<file path="src/sv/assert_macros.svh">
// ----------------------------------------------------------------------------
// Assertion macros
// Shared concurrent assertion helpers; compiled out when SYNTH is defined.
// ----------------------------------------------------------------------------
`ifndef ASSERT_MACROS_SVH
`define ASSERT_MACROS_SVH

`ifndef SYNTH

// prop must hold at every clock edge outside reset
`define ASSERT_ALWAYS(lbl, clk, rst, prop) \
   lbl: assert property (@(posedge clk) disable iff (rst) (prop)) \
      else $error("%m: assertion failed");

// cond implies prop in the same cycle, outside reset
`define ASSERT_IMPLIES(lbl, clk, rst, cond, prop) \
   lbl: assert property (@(posedge clk) disable iff (rst) (cond) |-> (prop)) \
      else $error("%m: assertion failed");

`else

`define ASSERT_ALWAYS(lbl, clk, rst, prop)
`define ASSERT_IMPLIES(lbl, clk, rst, cond, prop)

`endif

`endif

</file>
<file path="src/sv/rcs_pkg.sv">
// ----------------------------------------------------------------------------
// rcs_pkg
// Constants, register indexes and helpers for the RGB to CMYK separation.
// ----------------------------------------------------------------------------
package rcs_pkg;

   localparam int unsigned PIX_W   = 17;
   localparam int unsigned INK_W   = 19;
   localparam int unsigned LANES   = 3;
   localparam int unsigned COLOR_W = 18;

   localparam logic [PIX_W-1:0] ONE_FX         = 17'h10000;
   localparam logic [PIX_W-1:0] NEAR_BLACK_LSB = 17'd6;
   localparam logic [INK_W-1:0] INK_RESET      = 19'h40000;

   typedef enum logic [0:0] {
      CSR_BLACK_GEN = 1'b0,
      CSR_TOTAL_INK = 1'b1
   } csr_index_type;

   typedef logic [PIX_W-1:0] pix_type;

   function automatic pix_type clamp_one(input pix_type v);
      return (v > ONE_FX) ? ONE_FX : v;
   endfunction

endpackage

</file>
<file path="src/sv/rcs_div_pipe.sv">
// ----------------------------------------------------------------------------
// rcs_div_pipe
// Three-lane restoring divider with a shared divisor, one quotient bit per
// stage. Caller guarantees num_hi < den so QUO_W bits hold the quotient.
// ----------------------------------------------------------------------------
module rcs_div_pipe #(
   parameter int unsigned DEN_W  = 17,
   parameter int unsigned QUO_W  = 17,
   parameter int unsigned SIDE_W = 18
) (
   input  logic                                     clock,
   input  logic                                     reset,
   input  logic                                     en,
   input  logic                                     in_valid,
   input  logic [rcs_pkg::LANES-1:0][DEN_W-1:0]     num_hi,
   input  logic [rcs_pkg::LANES-1:0][QUO_W-1:0]     num_lo,
   input  logic [DEN_W-1:0]                         den,
   input  logic [SIDE_W-1:0]                        side_in,
   output logic                                     out_valid,
   output logic [rcs_pkg::LANES-1:0][QUO_W-1:0]     quo,
   output logic [SIDE_W-1:0]                        side_out
);

   localparam int unsigned L = rcs_pkg::LANES;

   logic                          valid_ff [QUO_W];
   logic [L-1:0][DEN_W-1:0]       rem_ff   [QUO_W];
   logic [L-1:0][QUO_W-1:0]       lo_ff    [QUO_W];
   logic [L-1:0][QUO_W-1:0]       quo_ff   [QUO_W];
   logic [DEN_W-1:0]              den_ff   [QUO_W];
   logic [SIDE_W-1:0]             side_ff  [QUO_W];

   logic                          src_valid [QUO_W];
   logic [L-1:0][DEN_W-1:0]       src_rem   [QUO_W];
   logic [L-1:0][QUO_W-1:0]       src_lo    [QUO_W];
   logic [L-1:0][QUO_W-1:0]       src_quo   [QUO_W];
   logic [DEN_W-1:0]              src_den   [QUO_W];
   logic [SIDE_W-1:0]             src_side  [QUO_W];
   logic [L-1:0][DEN_W-1:0]       rem_in    [QUO_W];
   logic [L-1:0][QUO_W-1:0]       lo_in     [QUO_W];
   logic [L-1:0][QUO_W-1:0]       quo_in    [QUO_W];

   for (genvar s = 0; s < QUO_W; s++) begin : g_stage
      if (s == 0) begin : g_first
         assign src_valid[s] = in_valid;
         assign src_rem[s]   = num_hi;
         assign src_lo[s]    = num_lo;
         assign src_quo[s]   = '0;
         assign src_den[s]   = den;
         assign src_side[s]  = side_in;
      end else begin : g_next
         assign src_valid[s] = valid_ff[s-1];
         assign src_rem[s]   = rem_ff[s-1];
         assign src_lo[s]    = lo_ff[s-1];
         assign src_quo[s]   = quo_ff[s-1];
         assign src_den[s]   = den_ff[s-1];
         assign src_side[s]  = side_ff[s-1];
      end

      for (genvar l = 0; l < L; l++) begin : g_lane
         logic [DEN_W:0] trial;
         logic           ge;
         always_comb begin
            trial = {src_rem[s][l], src_lo[s][l][QUO_W-1]};
            ge    = (trial >= {1'b0, src_den[s]});
            // remainder stays below the divisor after the subtract
            rem_in[s][l] = ge ? DEN_W'(trial - {1'b0, src_den[s]}) : DEN_W'(trial);
            lo_in[s][l]  = {src_lo[s][l][QUO_W-2:0], 1'b0};
            quo_in[s][l] = {src_quo[s][l][QUO_W-2:0], ge};
         end
      end

      always_ff @(posedge clock) begin
         if (reset) begin
            valid_ff[s] <= 1'b0;
         end else if (en) begin
            valid_ff[s] <= src_valid[s];
         end
      end

      always_ff @(posedge clock) begin
         if (en) begin
            rem_ff[s]  <= rem_in[s];
            lo_ff[s]   <= lo_in[s];
            quo_ff[s]  <= quo_in[s];
            den_ff[s]  <= src_den[s];
            side_ff[s] <= src_side[s];
         end
      end
   end

   assign out_valid = valid_ff[QUO_W-1];
   assign quo       = quo_ff[QUO_W-1];
   assign side_out  = side_ff[QUO_W-1];

endmodule

</file>
<file path="config.mk">
export PLATFORM = sky130hd
export DESIGN_NAME = rcs_div_pipe
export DESIGN_NICKNAME = d
export VERILOG_FILES = /design/src/sv/assert_macros.svh /design/src/sv/rcs_pkg.sv /design/src/sv/rcs_div_pipe.sv
export SDC_FILE = /design/constraint.sdc
export NUM_CORES = 2
export LEC_CHECK = 0
export BUFFER_PORTS_ARGS = -buffer_cell sky130_fd_sc_hd__buf_2
export CORE_ASPECT_RATIO = 1.75
export CORE_MARGIN = 2
export CORE_UTILIZATION = 46
export DETAILED_ROUTE_END_ITERATION = 8
export MAX_ROUTING_LAYER = met4
export SLEW_MARGIN = 20
export SYNTH_ARGS = -nofsm -noshare
export SYNTH_HDL_FRONTEND = slang
export SYNTH_SLANG_ARGS = --single-unit
</file>
<file path="constraint.sdc">
create_clock -name clock -period 4.33 [get_ports clock]
set_input_delay 0.866 -clock clock [delete_from_list [all_inputs] [get_ports clock]]
set_output_delay 0.866 -clock clock [all_outputs]
set_load 0.01 [all_outputs]
</file>
======== After elaboration in Yosys (flattened, before gate mapping) ========
Memory sizes are Yosys's and may differ from the RTL's.
Index checks and enable logic that the tools add are counted.
storage, ports and cells
  register bits after elaboration ......... 0
  bits in read-only memories .............. 0
  RAM bits ................................ 3162
  memories kept ........................... 6
  bits in latches ......................... 0
  input bits .............................. 141
memories
  name      words  width  rd ports  clocked after memory_dff  write ports  RTL line            source
  quo_ff    17     51     17        0                         17           rcs_div_pipe.sv:29  logic [L-1:0][QUO_W-1:0] quo_ff [QUO_W];
  rem_ff    17     51     16        0                         17           rcs_div_pipe.sv:27  logic [L-1:0][DEN_W-1:0] rem_ff [QUO_W];
  lo_ff     17     48     16        0                         17           rcs_div_pipe.sv:28  logic [L-1:0][QUO_W-1:0] lo_ff [QUO_W];
  side_ff   17     18     17        0                         17           rcs_div_pipe.sv:31  logic [SIDE_W-1:0] side_ff [QUO_W];
  den_ff    17     17     16        0                         17           rcs_div_pipe.sv:30  logic [DEN_W-1:0] den_ff [QUO_W];
  valid_ff  17     1      17        0                         17           rcs_div_pipe.sv:26  logic valid_ff [QUO_W];
operators by class
  divide/modulo/power cells ............... 0
  bitwise gates (word level) .............. 17
  shift-type cells ........................ 0
  mux-type cells .......................... 74
  equality and inequality tests ........... 0
  reductions and logical operators ........ 0
  magnitude comparators ................... 51
  add/subtract/negate cells ............... 51
  $mul .................................... 0
operator list
  kind              number
  $ge A18 B17 Y1    51
  $mux W17          51
  $sub A17 B17 Y17  51
  $mux W1           23
  $or A1 B1 Y1      17

======== Longest topological paths before layout ========
  depth after elaboration ................. 4
  gate-level depth with buffers ........... 16

======== Worst setup path before layout ========
Ideal clock, no wire load.
  kind .................................... in2reg
  from .................................... input port num_lo[16] (netlist name)
  to ...................................... memory rem_ff[0][1] (netlist name) (data pin)
  path buffers ............................ 1
  cell stages on the path ................. 12
  library setup time ...................... 260 ps
  path slack .............................. 606 ps
  arrival ................................. 3464 ps
  path through ............................ inv_1 -> ha_1 -> inv_1 -> fa_1 -> a211oi_1 -> nor2_1 -> or3_1 -> a31oi_2 -> o41ai_1 -> a2111oi_2 -> buf_2 -> mux2_2
RTL lines
  element      RTL line            source
  from (decl)  rcs_div_pipe.sv:16  input logic [rcs_pkg::LANES-1:0][QUO_W-1:0] num_lo,
  to (decl)    rcs_div_pipe.sv:27

==> results.sh <==
export IMPL_clock_sinks=2278
export IMPL_cp_start_kind="flop"
export IMPL_vdd_ir_drop_worst_mv=0.377
export IMPL_post_synth_top_area_cell="edfxtp_1"
export IMPL_setup_viol=0
export IMPL_cts_path_max_buffers=4
export IMPL_regToRegEndpoint="rem_ff[0][794]"
export IMPL_postCtsResizedCells=0
export IMPL_synth_flop_cell="edfxtp_1"
export IMPL_clkTransAtPathRegs_ps=70
export IMPL_area_delta_synth_final_pct=13.5
export IMPL_fp_dieW_um=384
export IMPL_drive_gt1_share_pct=14.8
export IMPL_cts_tree="built"
export IMPL_first_global_vias=79500
export IMPL_antenna_found_initial=15
export IMPL_io_pins=211
export IMPL_path_class="reg -> reg"
export IMPL_rr_startpoint="den_ff[0][238]"
export IMPL_worstMarginPinSlew_ps=1190
export IMPL_synth_seq_cells=2278
export IMPL_synth_area_per_cell_sq_um=12.9
export IMPL_power_leakage_nw=50.8
export IMPL_status="finished, violations left"
export IMPL_cts_buffers=220
export IMPL_netlist_area_sq_mm=0.117
export IMPL_p_sw_share_pct=38.6
export IMPL_drv_slew=0
export IMPL_worstPathCellList="ha_1 -> inv_1 -> fa_1 -> a211oi_1 -> o211ai_1 -> a41oi_2 -> o31a_1 -> buf_4 -> o21ai_0 -> a41o_1 -> buf_12 -> mux2_2"
export IMPL_critPathRequiredTime_ps=4920
export IMPL_ys_seq_area_share_pct=58.7
export IMPL_powerDensity_mw_per_mm2=772
export IMPL_hpwl_um=305000
export IMPL_max_freq_mhz=243
export IMPL_synthTopCellsByArea="edfxtp_1, ha_1, mux2_2, o21ai_0, xnor2_1"
export IMPL_netlist_top_cells_count="edfxtp_1, ha_1, o21ai_0"
export IMPL_crit_start="den_ff[0][238]"
export IMPL_firstDrtPassIters=9
export IMPL_via_per_inst=5.68
export IMPL_worst_clock_skew_ps=77.4
export IMPL_slowest_delay_ps=460
export IMPL_p_clk_share_pct=19.4
export IMPL_failed_checks="DRC"
export IMPL_comb_power_share_pct=45.9
export IMPL_hold_violations=0
export IMPL_rows=244
export IMPL_cts_root_buf="clkbuf_16"
export IMPL_p_int_mw=62.7
export IMPL_drtIter0Drc=3413
export IMPL_post_cts_buffers=0
export IMPL_routed_via_count=74800
export IMPL_synth_most_common_cell="edfxtp_1"
export IMPL_grt_pass1_wl_um=522000
export IMPL_cp_end_kind="flop"
export IMPL_synth_cells=9020
export IMPL_grt_max_degree=95
export IMPL_synth_edf_count=2278
export IMPL_critPathArrivalTime_ps=4690
export IMPL_design_core_area_sq_mm=0.252
export IMPL_insertion_delay_ps=900
export IMPL_route_antenna_remaining_nets=0
export IMPL_nets=10700
export IMPL_synth_distinct_cells=95
export IMPL_place_inst=12700
export IMPL_min_path_type="in -> reg"
export IMPL_post_route_period_util_pct=94.9
export IMPL_die_height_um=670
export IMPL_power_switching_mw=39.4
export IMPL_rr_worst_depth=12
export IMPL_initial_core_util_pct=46.2
export IMPL_post_drt_wl_per_cell_um=28.3
export IMPL_slowest_stage="fa_1"
export IMPL_crit_path_end="rem_ff[0][794]"
export IMPL_routed_wirelength_um=373000
export IMPL_rsz0062_at_grt="false"
export IMPL_fin_crit_ps=4110
export IMPL_io_buffers=210
export IMPL_gp_congestion=1.07
export IMPL_grt_overflow=0
export IMPL_ys_warnings_count=0
export IMPL_synth_top_area_share_pct=58.7
export IMPL_synth_nets=10100
export IMPL_reg2reg_slack_ps=220
export IMPL_synthArstFlopShare_pct=0
export IMPL_drcViolationCount=18
export IMPL_grt_usage_pct=29.5
export IMPL_hold_buffers=0
export IMPL_power_frac_seq_pct=34.6
export IMPL_path_max_fanout=30
export IMPL_die_area_sq_mm=0.258
export IMPL_slew_headroom_pct=20.3
export IMPL_htreeDepth=4
export IMPL_stdcell_count=13200
export IMPL_setup_tns_ps=0
export IMPL_maxCapViolCount=0
==> layer usage <==
metal  vias to the layer above  routed length [um]  GRT usage [%]
met5                         -                   0              -
met4                         0               58600           36.9
met2                      1978              218000           58.8
li1                      35400                   -              -
met3                      1419                9030           2.95
met1                     36000               87300           17.8
==> layout make-up <==
cell class	instances	area, sq um
Inverter	524	1970
Tap cell	3321	4160
Antenna cell	44	110
Timing Repair Buffer	567	4660
Fill cell	21400	120000
Multi-Input combinational cell	6053	45700
Clock inverter	155	1720
Clock buffer	243	5630
Sequential cell	2278	68400
==> power by group through the flow <==
| stage | clock [mW] | combinational, mW | sequential [mW] |
|---|---|---|---|
| 2_1_floorplan | 0 | 29.5 | 33.8 |
| 3_3_place_gp | 0 | 45.8 | 35.8 |
| 3_5_place_dp | 0 | 46.3 | 35.8 |
| 4_1_cts | 20.4 | 46.6 | 35.4 |
| 6_report | 19.8 | 46.9 | 35.4 |
| 5_1_grt | 21.1 | 50.1 | 35.7 |
==> critical path: cells and delay by family (launching register included) <==
family | cells | cell delay, ps
multiplexers | 1 | 290
adder cells (fa/ha/maj) | 2 | 670
AO/OA/AOI/OAI | 6 | 1950
buffers and inverters | 3 | 430
flip-flops | 1 | 450
==> logic make-up after synthesis <==
| kind of cell | Yosys count | synth area share [%] |
|---|---|---|
| fa+ha+maj | 915 | 10.1 |
| compound gates | 2329 | 12.6 |
| xor+xnor | 626 | 4.70 |
| flops | 2278 | 58.7 |
| mux | 483 | 4.64 |
| buf+inv | 689 | 2.34 |
| simple gates | 1700 | 6.93 |
==> layout by cell type, fill, tap and decap left out, drive strengths merged, types with 25 or more instances in the layout <==
cell,Yosys,routed
o211ai,46,46
a21oi,647,647
nand3,98,98
o31ai,39,39
a21boi,29,29
fa,48,48
a211o,29,29
nand4,120,120
o21a,149,149
o31a,37,37
or2,26,26
a21o,247,247
clkinv,0,89
edfxtp,2278,2278
a31oi,50,50
nor3,68,68
a211oi,93,93
mux2i,44,44
and3,25,25
clkbuf,108,243
nand2b,94,94
xnor2,372,372
diode,0,44
o21bai,100,100
nand2,582,582
bufinv,0,32
buf,57,567
xor2,254,254
nor2,465,465
and2,32,32
inv,524,538
ha,867,867
o21ai,659,659
nor2b,78,78
mux2,439,439
==> sequential cells by signal, summed over array words and instances, names as in the netlist <==
register	flops
side_ff	306
valid_ff	17
rem_ff	816
lo_ff	408
den_ff	272
quo_ff	459
==> per-stage QoR <==
step                      area (sq um)  hold slack [ps]  worst slack [ps]  utilization [%]  power (mW)
after floorplan                 117000              400               606                -        63.3
after global placement          125000              400              58.1             49.5        81.5
after detailed placement        125000              405              87.5             49.5        82.1
after CTS                       132000             62.3              2.64             52.4         102
after global routing            132000             99.2               171             52.5         107
final                           132000              147               223             52.5         102
==> how the worst min path moves through the flow <==
stage	start	end	slack (ps)	cells past startpoint
2_1_floorplan	lo_ff[0][51]	lo_ff[0][100]	400	0
3_3_place_gp	lo_ff[0][702]	lo_ff[0][751]	400	0
3_5_place_dp	lo_ff[0][60]	lo_ff[0][109]	400	0
4_1_cts	num_lo[29]	lo_ff[0][28]	60	1
5_1_grt	num_lo[29]	lo_ff[0][28]	100	1
6_report	num_lo[21]	lo_ff[0][20]	150	1
Note: power is estimated with default switching activity, not from simulation.
